## config.mk

```make
export PLATFORM = sky130hd
export DESIGN_NAME = bounded_message_deque
export DESIGN_NICKNAME = d
export VERILOG_FILES = /design/src/hdl/bmd_pkg.sv /design/src/hdl/bounded_message_deque.sv /design/src/hdl/bmd_mem.sv
export SDC_FILE = /design/constraint.sdc
export NUM_CORES = 1
export LEC_CHECK = 0
export BUFFER_PORTS_ARGS = -buffer_cell sky130_fd_sc_hd__buf_2
export CORE_AREA = 2 2 283 285
export DETAILED_ROUTE_END_ITERATION = 8
export DIE_AREA = 0 0 285 287
export PLACE_DENSITY_LB_ADDON = 0.08
export SYNTH_ARGS = -nofsm -noshare
export SYNTH_HDL_FRONTEND = slang
export SYNTH_SLANG_ARGS = --single-unit
export TNS_END_PERCENT = 1
```

## constraint.sdc

```tcl
create_clock -name clk -period 5.86 [get_ports clk]
set_input_delay 0.293 -clock clk [delete_from_list [all_inputs] [get_ports clk]]
set_output_delay 0.293 -clock clk [all_outputs]
set_load 0.005 [all_outputs]
```

## src/hdl/bmd_pkg.sv

```systemverilog
// Shared types and constants for the bounded message deque.
package bmd_pkg;

  localparam int DEPTH_DEF = 16;
  localparam int WORD_WIDTH_DEF = 32;

  // Fixed widths of the item fields
  localparam int OP_W = 2;
  localparam int STATUS_W = 2;
  localparam int WORD_W = 32;
  localparam int FILL_W = 5;
  localparam int CAP_W = 5;

  localparam logic [CAP_W-1:0] CAP_RESET = CAP_W'(16);

  typedef enum logic [OP_W-1:0] {
    OP_PUSH_TAIL = 2'd0,
    OP_PUSH_HEAD = 2'd1,
    OP_POP_HEAD  = 2'd2,
    OP_POP_TAIL  = 2'd3
  } op_t;

  typedef enum logic [STATUS_W-1:0] {
    ST_OK    = 2'd0,
    ST_FULL  = 2'd1,
    ST_EMPTY = 2'd2,
    ST_ZERO  = 2'd3
  } status_t;

endpackage

```

## src/hdl/bounded_message_deque.sv

```systemverilog
// Bounded message deque: top level with head/count control and slot memory.
// A result is registered and shown in the cycle after its item is accepted.
// Throughput: one item per cycle unless the result is stalled; each item
// makes at most one slot memory access (a push writes, a pop reads).
// Reset (rst_n low, synchronous) empties the deque, sets capacity to 16 and
// drops any pending result. Slot contents are not cleared and need no pass.
module bounded_message_deque #(
  parameter int DEPTH      = bmd_pkg::DEPTH_DEF,
  parameter int WORD_WIDTH = bmd_pkg::WORD_WIDTH_DEF
) (
  input  logic                          clk,
  input  logic                          rst_n,
  // configuration
  input  logic                          cfg_wr_en,
  input  logic [bmd_pkg::CAP_W-1:0]     cfg_wr_data,
  // request channel
  input  logic                          in_valid,
  output logic                          in_stall,
  input  logic [bmd_pkg::OP_W-1:0]      in_operation,
  input  logic [WORD_WIDTH-1:0]         in_topic,
  input  logic [WORD_WIDTH-1:0]         in_data,
  // result channel
  output logic                          out_valid,
  input  logic                          out_stall,
  output logic [bmd_pkg::STATUS_W-1:0]  out_status,
  output logic [bmd_pkg::WORD_W-1:0]    out_topic_out,
  output logic [bmd_pkg::WORD_W-1:0]    out_data_out,
  output logic [bmd_pkg::FILL_W-1:0]    out_fill_level
);

  import bmd_pkg::*;

  localparam int IDX_W = (DEPTH > 1) ? $clog2(DEPTH) : 1;
  localparam int CNT_W = $clog2(DEPTH + 1);
  // wide enough for the count, the capacity register and head + count
  localparam int EXT_W = ((CNT_W > CAP_W) ? CNT_W : CAP_W) + 1;
  localparam int CP_W  = (WORD_WIDTH < WORD_W) ? WORD_WIDTH : WORD_W;
  localparam int MEM_W = 2 * WORD_WIDTH;

  // control state
  logic [CAP_W-1:0] cap_r;
  logic [IDX_W-1:0] head_r, head_nxt;
  logic [CNT_W-1:0] count_r, count_nxt;

  // result register
  logic             out_valid_r, out_valid_nxt;
  status_t          status_r, status_nxt;
  logic             pop_ok_r, pop_ok_nxt;
  logic [FILL_W-1:0] fill_r;

  // memory access
  logic             accept;
  logic             wr_en, rd_en;
  logic [IDX_W-1:0] pos;
  logic [MEM_W-1:0] rd_data;

  // decode helpers
  op_t              op;
  logic [EXT_W-1:0] count_ext, eff_cap, cap_ext;
  logic             full;
  logic [IDX_W-1:0] head_inc, head_dec;
  logic [IDX_W-1:0] tail_push_pos, tail_pop_pos;

  logic [WORD_W-1:0] topic_ext, data_ext;

  // Reduce a value below 2*DEPTH into the slot range: one compare-subtract.
  function automatic logic [IDX_W-1:0] wrap_idx(input logic [EXT_W-1:0] v);
    logic [EXT_W-1:0] r;
    r = (v >= EXT_W'(DEPTH)) ? (v - EXT_W'(DEPTH)) : v;
    return r[IDX_W-1:0];
  endfunction

  // A result may wait on the output while a new item is taken, as long as
  // the waiting one leaves this cycle.
  assign in_stall = out_valid_r && out_stall;
  assign accept   = in_valid && !in_stall;

  assign op = op_t'(in_operation);

  // Effective capacity: zero reads as one, anything above the build depth
  // saturates to it.
  assign cap_ext   = EXT_W'(cap_r);
  assign count_ext = EXT_W'(count_r);
  always_comb begin
    if (cap_r == '0) begin
      eff_cap = EXT_W'(1);
    end else if (cap_ext > EXT_W'(DEPTH)) begin
      eff_cap = EXT_W'(DEPTH);
    end else begin
      eff_cap = cap_ext;
    end
  end
  // lowered capacity below the fill level still counts as full
  assign full = (count_ext >= eff_cap);

  assign head_inc = (head_r == IDX_W'(DEPTH - 1)) ? '0 : IDX_W'(head_r + 1'b1);
  assign head_dec = (head_r == '0) ? IDX_W'(DEPTH - 1) : IDX_W'(head_r - 1'b1);
  assign tail_push_pos = wrap_idx(EXT_W'(head_r) + count_ext);
  assign tail_pop_pos  = wrap_idx(EXT_W'(head_r) + count_ext - EXT_W'(1));

  // Request decode. Head and count move in the accept cycle, so the next
  // item sees them at once; a slot written at one edge is read no earlier
  // than the following cycle, hence no forwarding path is needed.
  always_comb begin
    head_nxt   = head_r;
    count_nxt  = count_r;
    status_nxt = ST_OK;
    pop_ok_nxt = 1'b0;
    wr_en      = 1'b0;
    rd_en      = 1'b0;
    pos        = head_r;
    if (accept) begin
      case (op)
        OP_PUSH_TAIL, OP_PUSH_HEAD: begin
          // zero data is checked before fullness
          if (in_data == '0) begin
            status_nxt = ST_ZERO;
          end else if (full) begin
            status_nxt = ST_FULL;
          end else begin
            wr_en     = 1'b1;
            count_nxt = CNT_W'(count_r + 1'b1);
            if (op == OP_PUSH_TAIL) begin
              pos = tail_push_pos;
            end else begin
              pos      = head_dec;
              head_nxt = head_dec;
            end
          end
        end
        OP_POP_HEAD, OP_POP_TAIL: begin
          if (count_r == '0) begin
            status_nxt = ST_EMPTY;
          end else begin
            rd_en      = 1'b1;
            pop_ok_nxt = 1'b1;
            count_nxt  = CNT_W'(count_r - 1'b1);
            if (op == OP_POP_HEAD) begin
              pos      = head_r;
              head_nxt = head_inc;
            end else begin
              pos = tail_pop_pos;
            end
          end
        end
        default: begin
          status_nxt = ST_OK;
        end
      endcase
    end
  end

  always_comb begin
    if (accept) begin
      out_valid_nxt = 1'b1;
    end else if (out_stall) begin
      out_valid_nxt = out_valid_r;
    end else begin
      out_valid_nxt = 1'b0;
    end
  end

  // Control registers
  always_ff @(posedge clk) begin
    if (!rst_n) begin
      cap_r       <= CAP_RESET;
      head_r      <= '0;
      count_r     <= '0;
      out_valid_r <= 1'b0;
    end else begin
      if (cfg_wr_en) begin
        cap_r <= cfg_wr_data;
      end
      head_r      <= head_nxt;
      count_r     <= count_nxt;
      out_valid_r <= out_valid_nxt;
    end
  end

  // Result payload, loaded with each accepted item
  always_ff @(posedge clk) begin
    if (accept) begin
      status_r <= status_nxt;
      pop_ok_r <= pop_ok_nxt;
      fill_r   <= FILL_W'(EXT_W'(count_nxt));
    end
  end

  // Slot store: {topic, data} per entry. Its read register only loads on a
  // pop, so it holds while the result is stalled.
  bmd_mem #(
    .DEPTH (DEPTH),
    .WIDTH (MEM_W)
  ) u_mem (
    .clk     (clk),
    .wr_en   (wr_en),
    .wr_addr (pos),
    .wr_data ({in_topic, in_data}),
    .rd_en   (rd_en),
    .rd_addr (pos),
    .rd_data (rd_data)
  );

  // Fit stored words to the 32-bit result fields
  always_comb begin
    topic_ext = '0;
    data_ext  = '0;
    topic_ext[CP_W-1:0] = rd_data[WORD_WIDTH +: CP_W];
    data_ext[CP_W-1:0]  = rd_data[0 +: CP_W];
  end

  assign out_valid      = out_valid_r;
  assign out_status     = status_r;
  assign out_topic_out  = pop_ok_r ? topic_ext : '0;
  assign out_data_out   = pop_ok_r ? data_ext : '0;
  assign out_fill_level = fill_r;

endmodule

```

## src/hdl/bmd_mem.sv

```systemverilog
// Message slot store: one write port, one read port, registered read data.
module bmd_mem #(
  parameter int DEPTH = 16,
  parameter int WIDTH = 64
) (
  input  logic                                    clk,
  input  logic                                    wr_en,
  input  logic [(DEPTH > 1 ? $clog2(DEPTH) : 1)-1:0] wr_addr,
  input  logic [WIDTH-1:0]                        wr_data,
  input  logic                                    rd_en,
  input  logic [(DEPTH > 1 ? $clog2(DEPTH) : 1)-1:0] rd_addr,
  output logic [WIDTH-1:0]                        rd_data
);

  logic [WIDTH-1:0] mem [DEPTH];
  logic [WIDTH-1:0] rd_data_r;

  always_ff @(posedge clk) begin
    if (wr_en) begin
      mem[wr_addr] <= wr_data;
    end
  end

  always_ff @(posedge clk) begin
    if (rd_en) begin
      rd_data_r <= mem[rd_addr];
    end
  end

  assign rd_data = rd_data_r;

endmodule

```

==> metrics.md <==
| Metric | Value |
|---|---|
| Worst Path Arrival | 4.68 ns |
| Worst Setup SP | cap_r[1] |
| Max_cap viols | 0 |
| I/O pins | 149 |
| HP Start | in_topic[23] |
| Net switching power | 0.00479 W |
| CTS resizes | 0 |
| Post-DR wirelength/cell | approximately 24 µm |
| Worst vdd ir | 246 µV |
| Tcrit/Tclk final | about 75% |
| Overall routing resource usage | 26.1% |
| Slowest CP cell | and2_4 |
| Layout cell share with drive strength beyond 1 | 12.1% |
| Crit-path most repeated cell | nor2_1 |
| Power share of the clock group | 38.3% |
| Primary FF master, synth | edfxtp_1 |
| Comb pwr share | between 10 and 15% |
| Status | finished clean |
| Crit Reg-Reg Startpoint | cap_r[1] |
| Net Sw Frac | 25.3% |
| Area Growth Syn to Fin | 14.9% |
| CTS clk-pin slew, worst paths | ~0.06 ns |
| Int Pwr | 0.0141 W |
| Die area | ~82000 µm² |
| Final hold slack | 0.0198 ns |
| Starting Density | 55.6% |
| Pwr Density | 377 nW/µm² |
| Metal1 wirelength | 44900 µm |
| FP Rows | 103 |
| Critical setup path kind | register to register |
| DR top layer | met4 |
| Fillers | around 5800 |
| Final WS setup | 1.48 ns |
| Iter 0 DRT Violations | 2687 |
| Root cell of the clock tree | clkbuf_16 |
| Most frequent cells in the layout | 1096 x edfxtp_1, 918 x nand2_1, 258 x nand3_1 |
| Final Setup Violations | 0 |
| Number of post-CTS setup repair buffers | 0 |
| Endpoints failing hold | 0 |
| Final #Nets | 3469 |
| Vias in the first global route | 26095 |
| Final ANT Viol Nets | 0 |
| CP Launch Type | register |
| TritonCTS buffer count | 111 |
| First-pass GRT wire length | 161000 µm |
| Routability Congestion | 0.794 |
| Total number of vias | approximately 27000 |
| Register area share after synthesis | 76.0% |
| Pins Over Slew Limit | 0 |
| Mapped Area | 43700 µm² |
| Clock Latency Late Sink | between 0.6 and 0.7 ns |
| Post-DP HPWL | 53500 µm |
| Mean post-synth cell area | 13.7 µm² |
| RSZ-0062 raised after global routing | no |
| Pre-CTS setup slack | 1.34 ns |
| Largest net degree at the start of global routing | a little over 200 |
| Setup TNS | 0 ns |
| WL met2 | 52300 µm |
| Max clock buf depth | 3 |
| Final min period | between 4 and 5 ns |
| Worst-path fanout max | 36 |
| YS warnings | 0 |
| Cell chain of the critical path | nor3_1 > nor2_1 > nor2_1 > ha_1 > nor3b_1 > o21ai_0 > a2bb2oi_2 > mux2i_1 > and2_4 > nand2_1 > nor2_4 > buf_4 |
| TritonCTS clock tree | yes |
| Die Wd | roughly 290 µm |
| Worst hold path class | input port to register |
| Top-area cell type share of the netlist area | between 70% and 80% |
| Crit. End Element | register |
| Metal3 WL | about 8000 µm |
| Most common cell after layout, fill and taps aside | edfxtp_1 |
| Via density | 5.96 |
| Die height | between 200 and 300 µm |
| Detailed Routing Iterations Pass 1 | 6 |
| Mapped Cells | ~3200 |
| Required time worst endpoint | 6.16 ns |
| Sink Count | 1111 |
| EDFF count, synth | 1096 |
| Yosys reg bits | 1111 |
| Fin Clk Skew | 0.0143 ns |
| Initial antenna violation count | 5 |
| Worst-Margin Slew | between 1 and 1.5 ns |
| Critical Path Max Stage Delay | 0.59 ns |
| Ranking of synthesized cells by area | edfxtp_1 75%, nand2_1 7.9%, nand3_1 3.0% |
| Post-synth cell types | 52 |
| # DRC | 0 |
| CTS H-Tree Depth | 3 |
| Max transition margin | 28.8% |
| Count of input and output buffers | 148 |
| Total grt overflow | 0 |
| Seq pwr share | 47.9% |
| FMAX | between 200 and 250 MHz |
| Yosys top cell by area | edfxtp_1 |
| Ys async rst share | 0% |
| LEAKAGE | 17.5 nW |
| WL final | roughly 110000 µm |
| Core Area | 78600 µm² |
| Syn nets | between 3000 and 4000 |
cells in the mapped netlist, drive strengths merged, types with 2 or more instances:
cell type  instances
edfxtp          1096
o211ai             5
mux2i             71
clkbuf            83
a22oi             68
o211a              2
or2                5
nor3               5
nor3b              2
nor2b              7
o21a               2
o21bai             2
ha                14
nand2            919
o22ai              4
nor4               8
mux2               2
a21o               2
xnor2              3
or3                2
xnor3              2
o31ai              3
a21oi            142
nand3            258
nand4             69
a32oi             64
nor2              33
and2              76
buf              117
inv               11
o21ai              9
dfxtp             15
a21bo              2
a31oi             66
o2bb2ai            2
layer usage:
layer	GRT usage, %	vias up
met2	42.8	1090
met5	0	-
met4	6.73	0
met1	37.5	13531
met3	3.36	168
li1	-	12148
repair_timing:
item	4_1_cts	5_1_grt
endpoints found under the hold margin	676	0
hold buffers	63	0
setup endpoints to repair	0	0
logic make-up after synthesis:
| logic type | synth area share [%] |
|---|---|
| AND/OR/NAND/NOR | 13.7 |
| flip-flops | 76.0 |
| AO/OA/AOI/OAI | 5.65 |
| buffers and inverters | 2.36 |
| multiplexers | 1.68 |
| adder cells (fa/ha/maj) | 0.446 |
| XOR/XNOR | 0.183 |
per-stage QoR:
| stage | std cells | util, % | instance area, µm² | power (W) |
|---|---|---|---|---|
| after floorplan | 3181 | - | 43700 | 0.0109 |
| after global placement | 4252 | 58.3 | 45900 | 0.0117 |
| after detailed placement | 4252 | 58.3 | 45900 | 0.0118 |
| after CTS | 4518 | 63.9 | 50200 | 0.0190 |
| after global routing | 4520 | 63.9 | 50200 | 0.0196 |
| final | 4520 | 63.9 | 50200 | 0.0189 |
area by class of cell:
class	count	area (µm²)	share of cell area, %
diodes	2	5.00	0.00997
clock buffers	134	2930	5.83
clock inverters	69	801	1.59
inverters	12	45.0	0.0897
multi-input cells	1858	9650	19.2
flip-flops and latches	1111	33200	66.1
well taps	1050	1310	2.62
repair buffers	284	2270	4.52
state kept, by name, summed over array words and instances, names as in the netlist:
name,flops
u_mem.mem,1024
u_mem.rd_data,64
head_r,4
out_valid,1
cap_r,5
pop_ok_r,1
out_fill_level,5
count_r,5
out_status,2
power by group through the flow:
stage	combinational [W]	sequential, W	clock, W
after floorplan	0.00170	0.00922	0
after global placement	0.00252	0.00922	0
after detailed placement	0.00257	0.00923	0
after CTS	0.00262	0.00906	0.00735
after global routing	0.00287	0.00907	0.00767
final	0.00261	0.00906	0.00726
worst max-delay path: cells and delay by family, from the launching register on:
| kind | cells | cell delay (ns) |
|---|---|---|
| AND/OR/NAND/NOR | 7 | 1.68 |
| multiplexers | 1 | 0.51 |
| AO/OA/AOI/OAI | 2 | 0.62 |
| flip-flops | 1 | 0.33 |
| buffers and inverters | 1 | 0.59 |
| adder cells (fa/ha/maj) | 1 | 0.23 |
path summary, 6_finish.rpt:
| kind | cells past startpoint | end | slack (ns) |
|---|---|---|---|
| setup reg to reg | 12 | u_mem.mem[10][23] | 1.48 |
| hold reg to reg | 2 | cap_r[2] | 0.55 |
| hold / removal | 1 | u_mem.mem[5][55] | 0.02 |
| setup / recovery | 12 | u_mem.mem[10][23] | 1.48 |
Power figures use the tool's default switching activity.
